===== config.mk =====
export PLATFORM = sky130hd
export DESIGN_NAME = ibcs_front
export DESIGN_NICKNAME = d
export VERILOG_FILES = /design/src/design/imu_bias_calibrate_and_scale_defines.svh /design/src/design/ibcs_pkg.sv /design/src/design/ibcs_front.sv
export SDC_FILE = /design/constraint.sdc
export NUM_CORES = 1
export LEC_CHECK = 0
export BUFFER_PORTS_ARGS = -buffer_cell sky130_fd_sc_hd__buf_4
export CORE_AREA = 2 2 80 82
export CTS_CLUSTER_SIZE = 28
export DETAILED_ROUTE_END_ITERATION = 7
export DIE_AREA = 0 0 82 84
export GPL_TIMING_DRIVEN = 0
export PLACE_DENSITY = 0.79
export SLEW_MARGIN = 25
export SYNTH_ARGS = -nofsm -noshare
export SYNTH_HDL_FRONTEND = slang
export SYNTH_SLANG_ARGS = --single-unit

===== constraint.sdc =====
create_clock -name aclk -period 4.8 [get_ports aclk]
set_clock_uncertainty 0.2 [all_clocks]
set_input_delay 0.96 -clock aclk [delete_from_list [all_inputs] [get_ports aclk]]
set_output_delay 0.96 -clock aclk [all_outputs]
set_load 0.05 [all_outputs]

===== src/design/imu_bias_calibrate_and_scale_defines.svh =====
// ---------------------------------------------------------------------------
// imu_bias_calibrate_and_scale_defines.svh
// Assertion macros shared by the IMU bias calibration block.
// ---------------------------------------------------------------------------
`ifndef IMU_BIAS_CALIBRATE_AND_SCALE_DEFINES_SVH
`define IMU_BIAS_CALIBRATE_AND_SCALE_DEFINES_SVH

// Clocked property, disabled while reset is asserted.
`define IBCS_ASSERT(label, prop, msg) \
    label: assert property (@(posedge aclk) disable iff (!aresetn) prop) \
        else $error(msg);

// Condition that must never be true at a clock edge.
`define IBCS_ASSERT_NEVER(label, cond, msg) \
    `IBCS_ASSERT(label, !(cond), msg)

`endif


===== src/design/ibcs_pkg.sv =====
// ---------------------------------------------------------------------------
// ibcs_pkg
// Types, codes and constants of the IMU bias calibration and scaling block.
// ---------------------------------------------------------------------------
package ibcs_pkg;

    localparam int AXES        = 6;
    localparam int SAMPLE_W    = 16;
    localparam int BIAS_W      = 17;
    localparam int CORR_W      = 18;
    localparam int RES_W       = 28;
    localparam int ADDR_W      = 4;
    localparam int DATA_W      = 32;

    localparam int DEF_SKIP_SAMPLES = 101;
    localparam int DEF_CAL_SAMPLES  = 1000;
    localparam int DEF_QUEUE_DEPTH  = 4;

    // One g at the 2g range, in counts
    localparam logic signed [BIAS_W-1:0] ONE_G_COUNTS = BIAS_W'(16384);
    // Gyro LSB scale in Q.15 deg/s at the 250 deg/s range
    localparam logic signed [RES_W-1:0]  GYRO_DPS_LSB = RES_W'(250);

    typedef enum logic [1:0] {
        ACT_CONVERT   = 2'd0,
        ACT_CALIBRATE = 2'd1,
        ACT_LOAD      = 2'd2,
        ACT_READ      = 2'd3
    } action_t;

    localparam logic [1:0] FORM_RAW       = 2'd0;
    localparam logic [1:0] FORM_CORRECTED = 2'd1;
    localparam logic [1:0] FORM_SCALED    = 2'd2;

    localparam logic [1:0] REG_ACCEL_RANGE = 2'd0;
    localparam logic [1:0] REG_GYRO_RANGE  = 2'd1;
    localparam logic [1:0] REG_OUTPUT_FORM = 2'd2;

    typedef struct packed {
        action_t                     action;
        logic signed [SAMPLE_W-1:0]  accel_x;
        logic signed [SAMPLE_W-1:0]  accel_y;
        logic signed [SAMPLE_W-1:0]  accel_z;
        logic signed [SAMPLE_W-1:0]  gyro_x;
        logic signed [SAMPLE_W-1:0]  gyro_y;
        logic signed [SAMPLE_W-1:0]  gyro_z;
    } sample_t;

    typedef struct packed {
        logic signed [RES_W-1:0] out_accel_x;
        logic signed [RES_W-1:0] out_accel_y;
        logic signed [RES_W-1:0] out_accel_z;
        logic signed [RES_W-1:0] out_gyro_x;
        logic signed [RES_W-1:0] out_gyro_y;
        logic signed [RES_W-1:0] out_gyro_z;
        logic                    cal_done;
        logic                    cal_active;
    } result_t;

    // Classified item as it sits in the queue
    typedef struct packed {
        sample_t sample;
        logic    accumulate;    // calibration sample past the skip window
        logic    finish;        // calibration sample that closes the run
        logic    active_after;  // run still in progress after this item
    } entry_t;

    // Back end status
    typedef struct packed {
        logic pop;
        logic busy;
        logic div_done;
    } back_stat_t;

endpackage


===== src/design/ibcs_front.sv =====
// ---------------------------------------------------------------------------
// ibcs_front
// Accepts samples, tracks the calibration count and classifies each item.
// ---------------------------------------------------------------------------
module ibcs_front #(
    parameter int SKIP_SAMPLES = ibcs_pkg::DEF_SKIP_SAMPLES,
    parameter int CAL_SAMPLES  = ibcs_pkg::DEF_CAL_SAMPLES
) (
    input  logic              aclk,
    input  logic              aresetn,
    input  logic              s_valid,
    output logic              s_ready,
    input  ibcs_pkg::sample_t s_data,
    input  logic              q_not_full,
    output logic              q_wr_en,
    output ibcs_pkg::entry_t  q_wr_data
);

    localparam int CNT_W = (SKIP_SAMPLES + CAL_SAMPLES > 1) ?
                           $clog2(SKIP_SAMPLES + CAL_SAMPLES) : 1;
    localparam logic [CNT_W-1:0] SKIP_CNT = CNT_W'(SKIP_SAMPLES);
    localparam logic [CNT_W-1:0] LAST_CNT = CNT_W'(SKIP_SAMPLES + CAL_SAMPLES - 1);

    logic [CNT_W-1:0] cnt_reg, cnt_next, cnt_step;
    logic             is_cal, in_window, closing;

    assign s_ready = q_not_full;
    assign q_wr_en = s_valid && q_not_full;

    always_comb begin
        is_cal    = (s_data.action == ibcs_pkg::ACT_CALIBRATE);
        in_window = (cnt_reg >= SKIP_CNT);
        closing   = (cnt_reg >= LAST_CNT);
        cnt_step  = closing ? '0 : cnt_reg + CNT_W'(1);
        cnt_next  = cnt_reg;
        if (q_wr_en && is_cal) begin
            cnt_next = cnt_step;
        end

        q_wr_data.sample       = s_data;
        q_wr_data.accumulate   = is_cal && in_window;
        q_wr_data.finish       = is_cal && closing;
        q_wr_data.active_after = is_cal ? (cnt_step != '0) : (cnt_reg != '0);
    end

    always_ff @(posedge aclk) begin
        if (!aresetn) begin
            cnt_reg <= '0;
        end else begin
            cnt_reg <= cnt_next;
        end
    end

endmodule


==> impl_metrics.yaml <==
synthesis:
  synthTopCellsByArea: "buf_4, dfxtp_1, nand2_1"
  synth_cells: 221
  synth_area_leader_cell: "buf_4"
  netlist.area_leader.share_pct: 44.8
  yosys_warnings: 0
  ys_types: 42
  syn_area_um2: 1660
  syn_nets: 326
  ys_async_sr_fraction_pct: 0
  ys.flop_type: "dfxtp_1"
  synth-edff-count: 0
  synth.avg_cell_area_um2: 7.51
  ys_ff_latch: 11
  ys_seq_area_share_pct: 13.3
hold_path:
  hold_start: "cnt_reg[9]"
  hold_end: "cnt_reg[9]"
  hold_path_class: "reg -> reg"
  hold_depth: 2
route:
  drtIter0Drc: 139
  avgRoutedWirePerCell_um: 10.9
  first_pass_iters: 4
  drc: 0
  wl_um: 4470
  antenna_left: 0
  via_per_inst: 4.44
  dr_total_vias: 1819
critical_path:
  crit_buf_inv: 2
  required_ns: 3.64
  r2r-end: "cnt_reg[8]"
  worst_path_max_delay_cell: "or3_1"
  r2r_start: "cnt_reg[0]"
  slowest_delay_ns: 0.36
  r2r_slack_ns: 2.66
  critical-path-top-delay-family: "simple AND/OR/NAND/NOR gates"
  crit_start: "s_data[97]"
  criticalPathCategory: "in -> out"
  cp-start-kind: "input port"
  path_cells: "buf_4 -> nand2b_1 -> or3_1 -> nor4_1 -> a41oi_1 -> buf_4"
  arrival_ns: 2.32
  reg2regPathDepth: 6
  cp_max_fo: 6
  critPathCaptureType: "output port"
  cp_common_cell: "buf_4"
timing:
  tightest_slew_ns: 0.664
  setup_violations: 0
  rsz0062_at_grt: "false"
  tns_ns: 0
  fmax_ghz: 0.288
  relSlewSlack_pct: 55.6
  timing.hold.ws_ns: 0.353
  maxSlewViolCount: 0
  min_period_ns: 3.48
  period_share_pct: 72.4
  final_hold_viol_count: 0
floorplanning:
  die_w_um: 82
  dieArea_um2: 6890
  core.rowCount: 29
  die_h_um: 84
  initial_core_util_pct: 27.2
  core_area_um2: 6100
  io_pins: 205
layout:
  layout-drive-gt1-share_pct: 65.2
  largest_reg_flops: 11
  fillerInstances: 631
  regArea_um2: 220
  final_common_cell: "buf_4"
  antenna_cells: 0
  final_nets: 439
  multi_input_area_um2: 627
  mostFrequentLayoutCells: "buf_4, nand2_1, dfxtp_1, a21oi_1"
  syn_to_final_growth_pct: 57.3
  design_area_um2: 2610
clock_tree:
  cts_root_buf: "clkbuf_8"
  cts.sinks: 11
  holdBufCountCts: 0
  cts_tree: "yes"
  path_clk_slew_ns: 0.05
  htreeDepth: 1
  clock_path_buffers: 2
  numCtsBuffers: 3
  insertion_delay_ns: 0.24
  cts_resized: 0
  post_cts_buffers: 0
power:
  power_density_nw_per_um2: 195
  ir_drop_v: 0.0000924
  p_leak_nw: 1.33
outcome:
  status: "finished, final reports clean"
global_route:
  grt_max_degree: 11
  grt_pass1_wl_um: 6990
  first_global_vias: 1645
  overflow: 0
  antenna_found_initial: 0
  grt_use_total_pct: 12.5
job:
  cap_violations: 0
placement:
  placed_cell_area_um2: 2570
  port-buffer-count: 108
  place.gp.congestion: 0.911
  dpl.hpwl_um: 3820
==> worst max-delay path by stage <==
stage	endpoint	slack [ns]	cells past startpoint
floorplan	q_wr_data[1]	1.39	2
global placement	q_wr_data[0]	1.28	6
detailed placement	q_wr_data[0]	1.33	6
CTS	q_wr_data[0]	1.33	6
global route	q_wr_data[0]	1.27	6
finish	q_wr_data[0]	1.32	6
==> cell type report <==
cell class                 count  area share [%]
tap                           77            3.69
sequential                    11            8.43
clock buffer                   4            1.72
buffer                       109            30.3
timing repair buffer         108            31.0
multi-input combinational     95            24.0
inverter                       6           0.862
==> per-stage QoR <==
stage          utilization [%]  instances  power [W]  setup WS, ns
2_1_floorplan                -        221   0.000340          1.39
3_3_place_gp              42.1        406   0.000414          1.28
3_5_place_dp              42.1        406   0.000417          1.33
4_1_cts                   42.9        410   0.000514          1.33
5_1_grt                   42.9        410   0.000530          1.27
6_report                  42.9        410   0.000509          1.32
==> cell families after synthesis <==
family	count (synthesis)	synth area share [%]
simple gates	51	17.2
flops	11	13.3
xor+xnor	1	0.528
fa+ha+maj	3	2.26
buf+inv	115	49.0
compound gates	40	17.8
==> report_power, final <==
| part | internal (W) | total (W) | switching [W] |
|---|---|---|---|
| combinational | 0.000117 | 0.000320 | 0.000203 |
| clock | 0.0000586 | 0.0000965 | 0.0000380 |
| sequential | 0.0000925 | 0.0000933 | 0.000000858 |
| total | 0.000268 | 0.000509 | 0.000242 |
==> metal layers <==
layer	global-route usage [%]	part of all wire [%]
met1	15.1	32
met2	21.4	53
met3	1.41	14
met4	6.21	2.1
met5	0	0
==> worst register-to-register path, delay by kind of cell (launching register included) <==
family / cells / cell delay, ns
adders and majority gates: 1 / 0.29
and+or+nand+nor: 2 / 0.36
DFF: 1 / 0.48
buffers and inverters: 1 / 0.24
AOI/OAI and AO/OA: 2 / 0.49
==> synth_stat cells, types with 2 or more instances <==
master,instances
buf_4,99
nand2_1,14
dfxtp_1,11
a21oi_1,8
nand3_1,7
clkbuf_1,6
nor2_1,6
a21boi_0,5
and4_1,5
inv_1,5
a211oi_1,4
o21ai_0,4
ha_1,3
nand4_1,3
nor4_1,3
o22ai_1,3
a311oi_1,2
a41oi_1,2
and3_1,2
buf_2,2
nor4b_1,2
o211ai_1,2
o221a_1,2
o31ai_1,2
or3_1,2
(Power assumes the default switching activity.)
