==> src/design/imu_bias_calibrate_and_scale_defines.svh <==
// ---------------------------------------------------------------------------
// imu_bias_calibrate_and_scale_defines.svh
// Assertion macros shared by the IMU bias calibration block.
// ---------------------------------------------------------------------------
`ifndef IMU_BIAS_CALIBRATE_AND_SCALE_DEFINES_SVH
`define IMU_BIAS_CALIBRATE_AND_SCALE_DEFINES_SVH

// Clocked property, disabled while reset is asserted.
`define IBCS_ASSERT(label, prop, msg) \
    label: assert property (@(posedge aclk) disable iff (!aresetn) prop) \
        else $error(msg);

// Condition that must never be true at a clock edge.
`define IBCS_ASSERT_NEVER(label, cond, msg) \
    `IBCS_ASSERT(label, !(cond), msg)

`endif

==> src/design/ibcs_pkg.sv <==
// ---------------------------------------------------------------------------
// ibcs_pkg
// Types, codes and constants of the IMU bias calibration and scaling block.
// ---------------------------------------------------------------------------
package ibcs_pkg;

    localparam int AXES        = 6;
    localparam int SAMPLE_W    = 16;
    localparam int BIAS_W      = 17;
    localparam int CORR_W      = 18;
    localparam int RES_W       = 28;
    localparam int ADDR_W      = 4;
    localparam int DATA_W      = 32;

    localparam int DEF_SKIP_SAMPLES = 101;
    localparam int DEF_CAL_SAMPLES  = 1000;
    localparam int DEF_QUEUE_DEPTH  = 4;

    // One g at the 2g range, in counts
    localparam logic signed [BIAS_W-1:0] ONE_G_COUNTS = BIAS_W'(16384);
    // Gyro LSB scale in Q.15 deg/s at the 250 deg/s range
    localparam logic signed [RES_W-1:0]  GYRO_DPS_LSB = RES_W'(250);

    typedef enum logic [1:0] {
        ACT_CONVERT   = 2'd0,
        ACT_CALIBRATE = 2'd1,
        ACT_LOAD      = 2'd2,
        ACT_READ      = 2'd3
    } action_t;

    localparam logic [1:0] FORM_RAW       = 2'd0;
    localparam logic [1:0] FORM_CORRECTED = 2'd1;
    localparam logic [1:0] FORM_SCALED    = 2'd2;

    localparam logic [1:0] REG_ACCEL_RANGE = 2'd0;
    localparam logic [1:0] REG_GYRO_RANGE  = 2'd1;
    localparam logic [1:0] REG_OUTPUT_FORM = 2'd2;

    typedef struct packed {
        action_t                     action;
        logic signed [SAMPLE_W-1:0]  accel_x;
        logic signed [SAMPLE_W-1:0]  accel_y;
        logic signed [SAMPLE_W-1:0]  accel_z;
        logic signed [SAMPLE_W-1:0]  gyro_x;
        logic signed [SAMPLE_W-1:0]  gyro_y;
        logic signed [SAMPLE_W-1:0]  gyro_z;
    } sample_t;

    typedef struct packed {
        logic signed [RES_W-1:0] out_accel_x;
        logic signed [RES_W-1:0] out_accel_y;
        logic signed [RES_W-1:0] out_accel_z;
        logic signed [RES_W-1:0] out_gyro_x;
        logic signed [RES_W-1:0] out_gyro_y;
        logic signed [RES_W-1:0] out_gyro_z;
        logic                    cal_done;
        logic                    cal_active;
    } result_t;

    // Classified item as it sits in the queue
    typedef struct packed {
        sample_t sample;
        logic    accumulate;    // calibration sample past the skip window
        logic    finish;        // calibration sample that closes the run
        logic    active_after;  // run still in progress after this item
    } entry_t;

    // Back end status
    typedef struct packed {
        logic pop;
        logic busy;
        logic div_done;
    } back_stat_t;

endpackage

==> src/design/ibcs_queue.sv <==
// ---------------------------------------------------------------------------
// ibcs_queue
// Short FIFO between the classifying front end and the back end.
// ---------------------------------------------------------------------------
module ibcs_queue #(
    parameter int DEPTH = ibcs_pkg::DEF_QUEUE_DEPTH
) (
    input  logic             aclk,
    input  logic             aresetn,
    input  logic             wr_en,
    input  ibcs_pkg::entry_t wr_data,
    output logic             not_full,
    input  logic             rd_en,
    output logic             rd_valid,
    output ibcs_pkg::entry_t rd_data
);

    localparam int PTR_W = (DEPTH > 1) ? $clog2(DEPTH) : 1;
    localparam int CNT_W = $clog2(DEPTH + 1);
    localparam logic [PTR_W-1:0] LAST_PTR = PTR_W'(DEPTH - 1);

    ibcs_pkg::entry_t  mem_reg [DEPTH];
    logic [PTR_W-1:0]  wr_ptr_reg, wr_ptr_next;
    logic [PTR_W-1:0]  rd_ptr_reg, rd_ptr_next;
    logic [CNT_W-1:0]  count_reg, count_next;
    logic              do_wr, do_rd;

    assign not_full = (count_reg != CNT_W'(DEPTH));
    assign rd_valid = (count_reg != '0);
    assign rd_data  = mem_reg[rd_ptr_reg];

    always_comb begin
        do_wr       = wr_en && not_full;
        do_rd       = rd_en && rd_valid;
        wr_ptr_next = wr_ptr_reg;
        rd_ptr_next = rd_ptr_reg;
        count_next  = count_reg;
        if (do_wr) begin
            wr_ptr_next = (wr_ptr_reg == LAST_PTR) ? '0 : wr_ptr_reg + PTR_W'(1);
        end
        if (do_rd) begin
            rd_ptr_next = (rd_ptr_reg == LAST_PTR) ? '0 : rd_ptr_reg + PTR_W'(1);
        end
        if (do_wr && !do_rd) begin
            count_next = count_reg + CNT_W'(1);
        end else if (do_rd && !do_wr) begin
            count_next = count_reg - CNT_W'(1);
        end
    end

    always_ff @(posedge aclk) begin
        if (!aresetn) begin
            wr_ptr_reg <= '0;
            rd_ptr_reg <= '0;
            count_reg  <= '0;
        end else begin
            wr_ptr_reg <= wr_ptr_next;
            rd_ptr_reg <= rd_ptr_next;
            count_reg  <= count_next;
        end
    end

    always_ff @(posedge aclk) begin
        if (do_wr) begin
            mem_reg[wr_ptr_reg] <= wr_data;
        end
    end

endmodule

==> config.mk <==
export PLATFORM = sky130hd
export DESIGN_NAME = ibcs_queue
export DESIGN_NICKNAME = d
export VERILOG_FILES = /design/src/design/imu_bias_calibrate_and_scale_defines.svh /design/src/design/ibcs_pkg.sv /design/src/design/ibcs_queue.sv
export SDC_FILE = /design/constraint.sdc
export NUM_CORES = 1
export LEC_CHECK = 0
export BUFFER_PORTS_ARGS = -buffer_cell sky130_fd_sc_hd__buf_2
export CAP_MARGIN = 5
export CORE_ASPECT_RATIO = 1.75
export CORE_UTILIZATION = 37
export DETAILED_ROUTE_END_ITERATION = 16
export GPL_TIMING_DRIVEN = 0
export SYNTH_ARGS = -nofsm -noshare
export SYNTH_HDL_FRONTEND = slang
export SYNTH_SLANG_ARGS = --single-unit
==> constraint.sdc <==
create_clock -name aclk -period 4.98 [get_ports aclk]
set_clock_uncertainty 0.15 [all_clocks]
set_input_delay 0.996 -clock aclk [delete_from_list [all_inputs] [get_ports aclk]]
set_output_delay 0.996 -clock aclk [all_outputs]
set_load 0.005 [all_outputs]
==> metrics.txt <==
hold depth=2; Fmax=282 MHz; EDFF count, synth=404; core area=40100 um^2; worst-skew pair later-pin latency=520 ps; CP Buf/Inv Count=3; CP endpoint kind=output pin; CTS buffer count=39; clock-pin transition on the worst setup and hold timing paths=60 ps; Netlist cell types=27; largest net degree at the start of global routing=40; hold crit path type=reg -> reg; met3 WL=1280 um; synthesized flop and latch total=413; sequential area share after synthesis=81.9%; multi-input logic area=2570 um^2; Reg-to-Reg End=count_reg[2]; detail-routed via count per cell=4.97; GRT Total Usage=14.2%; Setup TNS Final=0 ps; Syn Area/Cell=26.0 um^2; synthesis-to-finish area growth=20.7%; WL met1=11000 um; syn_nets=690; Die Wd=154 um; unrepaired setup endpoints after global routing=no; final WL=29400 um; dpl hpwl=18800 um; first-pass GRT wire length=43600 um; path depth of the worst reg2reg path=7; Synth Instances=578; FF-to-FF Start=count_reg[0]; Power Density=494 nW/um^2; DR WL met2=16200 um; Initial DRT Pass Iterations=4; clock sink count=413; total grt overflow=0; gpl congestion=0.709; Startpoint Class=register; FF-to-FF setup slack=2400 ps; Worst VDD drop=364 uV; share of layout cells above drive strength 1=45.9%; max reg flops=404; Nets=946; Worst EP required=3830 ps; Port-buffer cells=207; Top delay family on crit path=buffers and inverters; Final ANT Viol Nets=0; vias=6765; htree depth=2; top layer in use=met5; Tcrit/Tclk final=71.1%; Core Rows=97; Fin. Hold Viols=0; Worst Path Max Fanout=10; Final Max Tran Viols=0; final critical-path required period=3540 ps; # DRC=0; vias in the first global route=7241; CP max stage delay=610 ps; WHS Endpoint=wr_ptr_reg[0]; run status=finished, final reports clean; post-CTS setup buffers=0; ys async rst share=0%; LEAKAGE=6.06 nW; initial antenna violation count=9; slowest cell on the critical path=clkbuf_1; Setup Viol. Count Final=0; critical path, cell by cell=clkbuf_1, buf_2, mux4_2, buf_2; crit path kind=reg -> out; hold wc startpoint=wr_ptr_reg[0]; CTS tree=built; wire per inst=21.6 um; max-capacitance violation count=0; root buf cell=clkbuf_16; I/O pins=208; Util after Layout=45.3%; CP most frequent cell=buf_2; ys flop type=edfxtp_1; critical path arrival=2400 ps; register area=12300 um^2; DRT iter0 DRCs=404; Starting Density=37.5%; Post-CTS Resized=0; most common cell after layout, fill and taps aside=edfxtp_1; Post-Syn Area=15000 um^2; CTS Hold Buffers Added=0; FILL cells=3438; Die Y=269 um; Clock Tree Buf Depth=3; Syn. warnings=0; Worst slew margin=46.1%; most frequent cells in the layout=404 x edfxtp_1, 218 x buf_2, 101 x mux4_2; Die Area=41500 um^2; Worst Tran Pin Value=809 ps
power by group:
part	internal [W]	switching [W]
Combinational	0.000926	0.000912
Clock	0.00161	0.00123
Sequential	0.00421	0.0000816
Total	0.00674	0.00222
worst reg2reg max path: cells and delay by family (launching register included):
family                     cells  cell delay, ps
xor gates and xnor gates       1             160
DFF                            1             370
adders and majority gates      2             670
and+or+nand+nor                1             400
buffers and inverters          1              60
AOI/OAI and AO/OA              2             700
worst max path at each step:
| stage | cells after the start | startpoint | end | slack [ps] |
|---|---|---|---|---|
| 3_3_place_gp | 2 | wr_en | mem_reg[0][52] | 870 |
| 3_5_place_dp | 4 | register | rd_data[15] | 1900 |
| 5_1_grt | 4 | register | rd_data[44] | 1240 |
| 4_1_cts | 4 | register | rd_data[15] | 1310 |
| 6_report | 4 | register | rd_data[15] | 1440 |
| 2_1_floorplan | 1 | wr_en | mem_reg[2][0] | 2120 |
metal layers:
| metal | vias up | global-route usage [%] |
|---|---|---|
| met5 | - | 0 |
| met4 | 10 | 5.99 |
| met3 | 45 | 2.94 |
| met2 | 149 | 26.2 |
| met1 | 3548 | 16.0 |
| li1 | 3013 | - |
synthesized netlist by cell type (2+ instances only):
library cell	number	area share, %
clkbuf_1	3	0.075
ha_1	6	0.50
o21ai_0	3	0.10
or3_2	2	0.10
nand3_1	2	0.067
and3_2	4	0.20
mux4_2	101	15
nor2_1	2	0.050
dfxtp_1	9	1.2
buf_2	11	0.37
mux2i_1	2	0.13
buf_4	9	0.45
edfxtp_1	404	81
inv_1	3	0.075
nand2_1	5	0.12
logic make-up (layout without fill, tap and decap cells):
group / after synthesis / in the layout / share of synthesized area (%)
xor gates and xnor gates: 2 / 2 / 0.117
buffers and inverters: 27 / 311 / 1.04
other: 0 / 3 / 0
AOI/OAI and AO/OA: 6 / 6 / 0.233
adders and majority gates: 7 / 7 / 0.633
and+or+nand+nor: 20 / 20 / 0.783
muxes: 103 / 103 / 15.3
DFF: 413 / 413 / 81.9
area by class of cell:
cell class / instances / area share, %
diodes: 3 / 0.0414
multi-input cells: 138 / 14.2
inverters: 3 / 0.0621
repair buffers: 215 / 6.89
plain buffers: 24 / 0.800
clock buffers: 48 / 5.80
clock inverters: 21 / 0.897
well taps: 495 / 3.42
flip-flops and latches: 413 / 67.9
stage by stage:
step	instance area [um^2]	total power [W]	setup WS, ps	instances	hold slack [ps]
4_1_cts	18100	0.00913	1310	1357	364
3_3_place_gp	16700	0.00621	873	1280	338
5_1_grt	18100	0.00936	1240	1360	390
2_1_floorplan	15000	0.00545	2120	578	318
3_5_place_dp	16900	0.00627	1900	1288	357
6_report	18100	0.00896	1440	1360	362
Note: power is estimated with default switching activity, not from simulation.
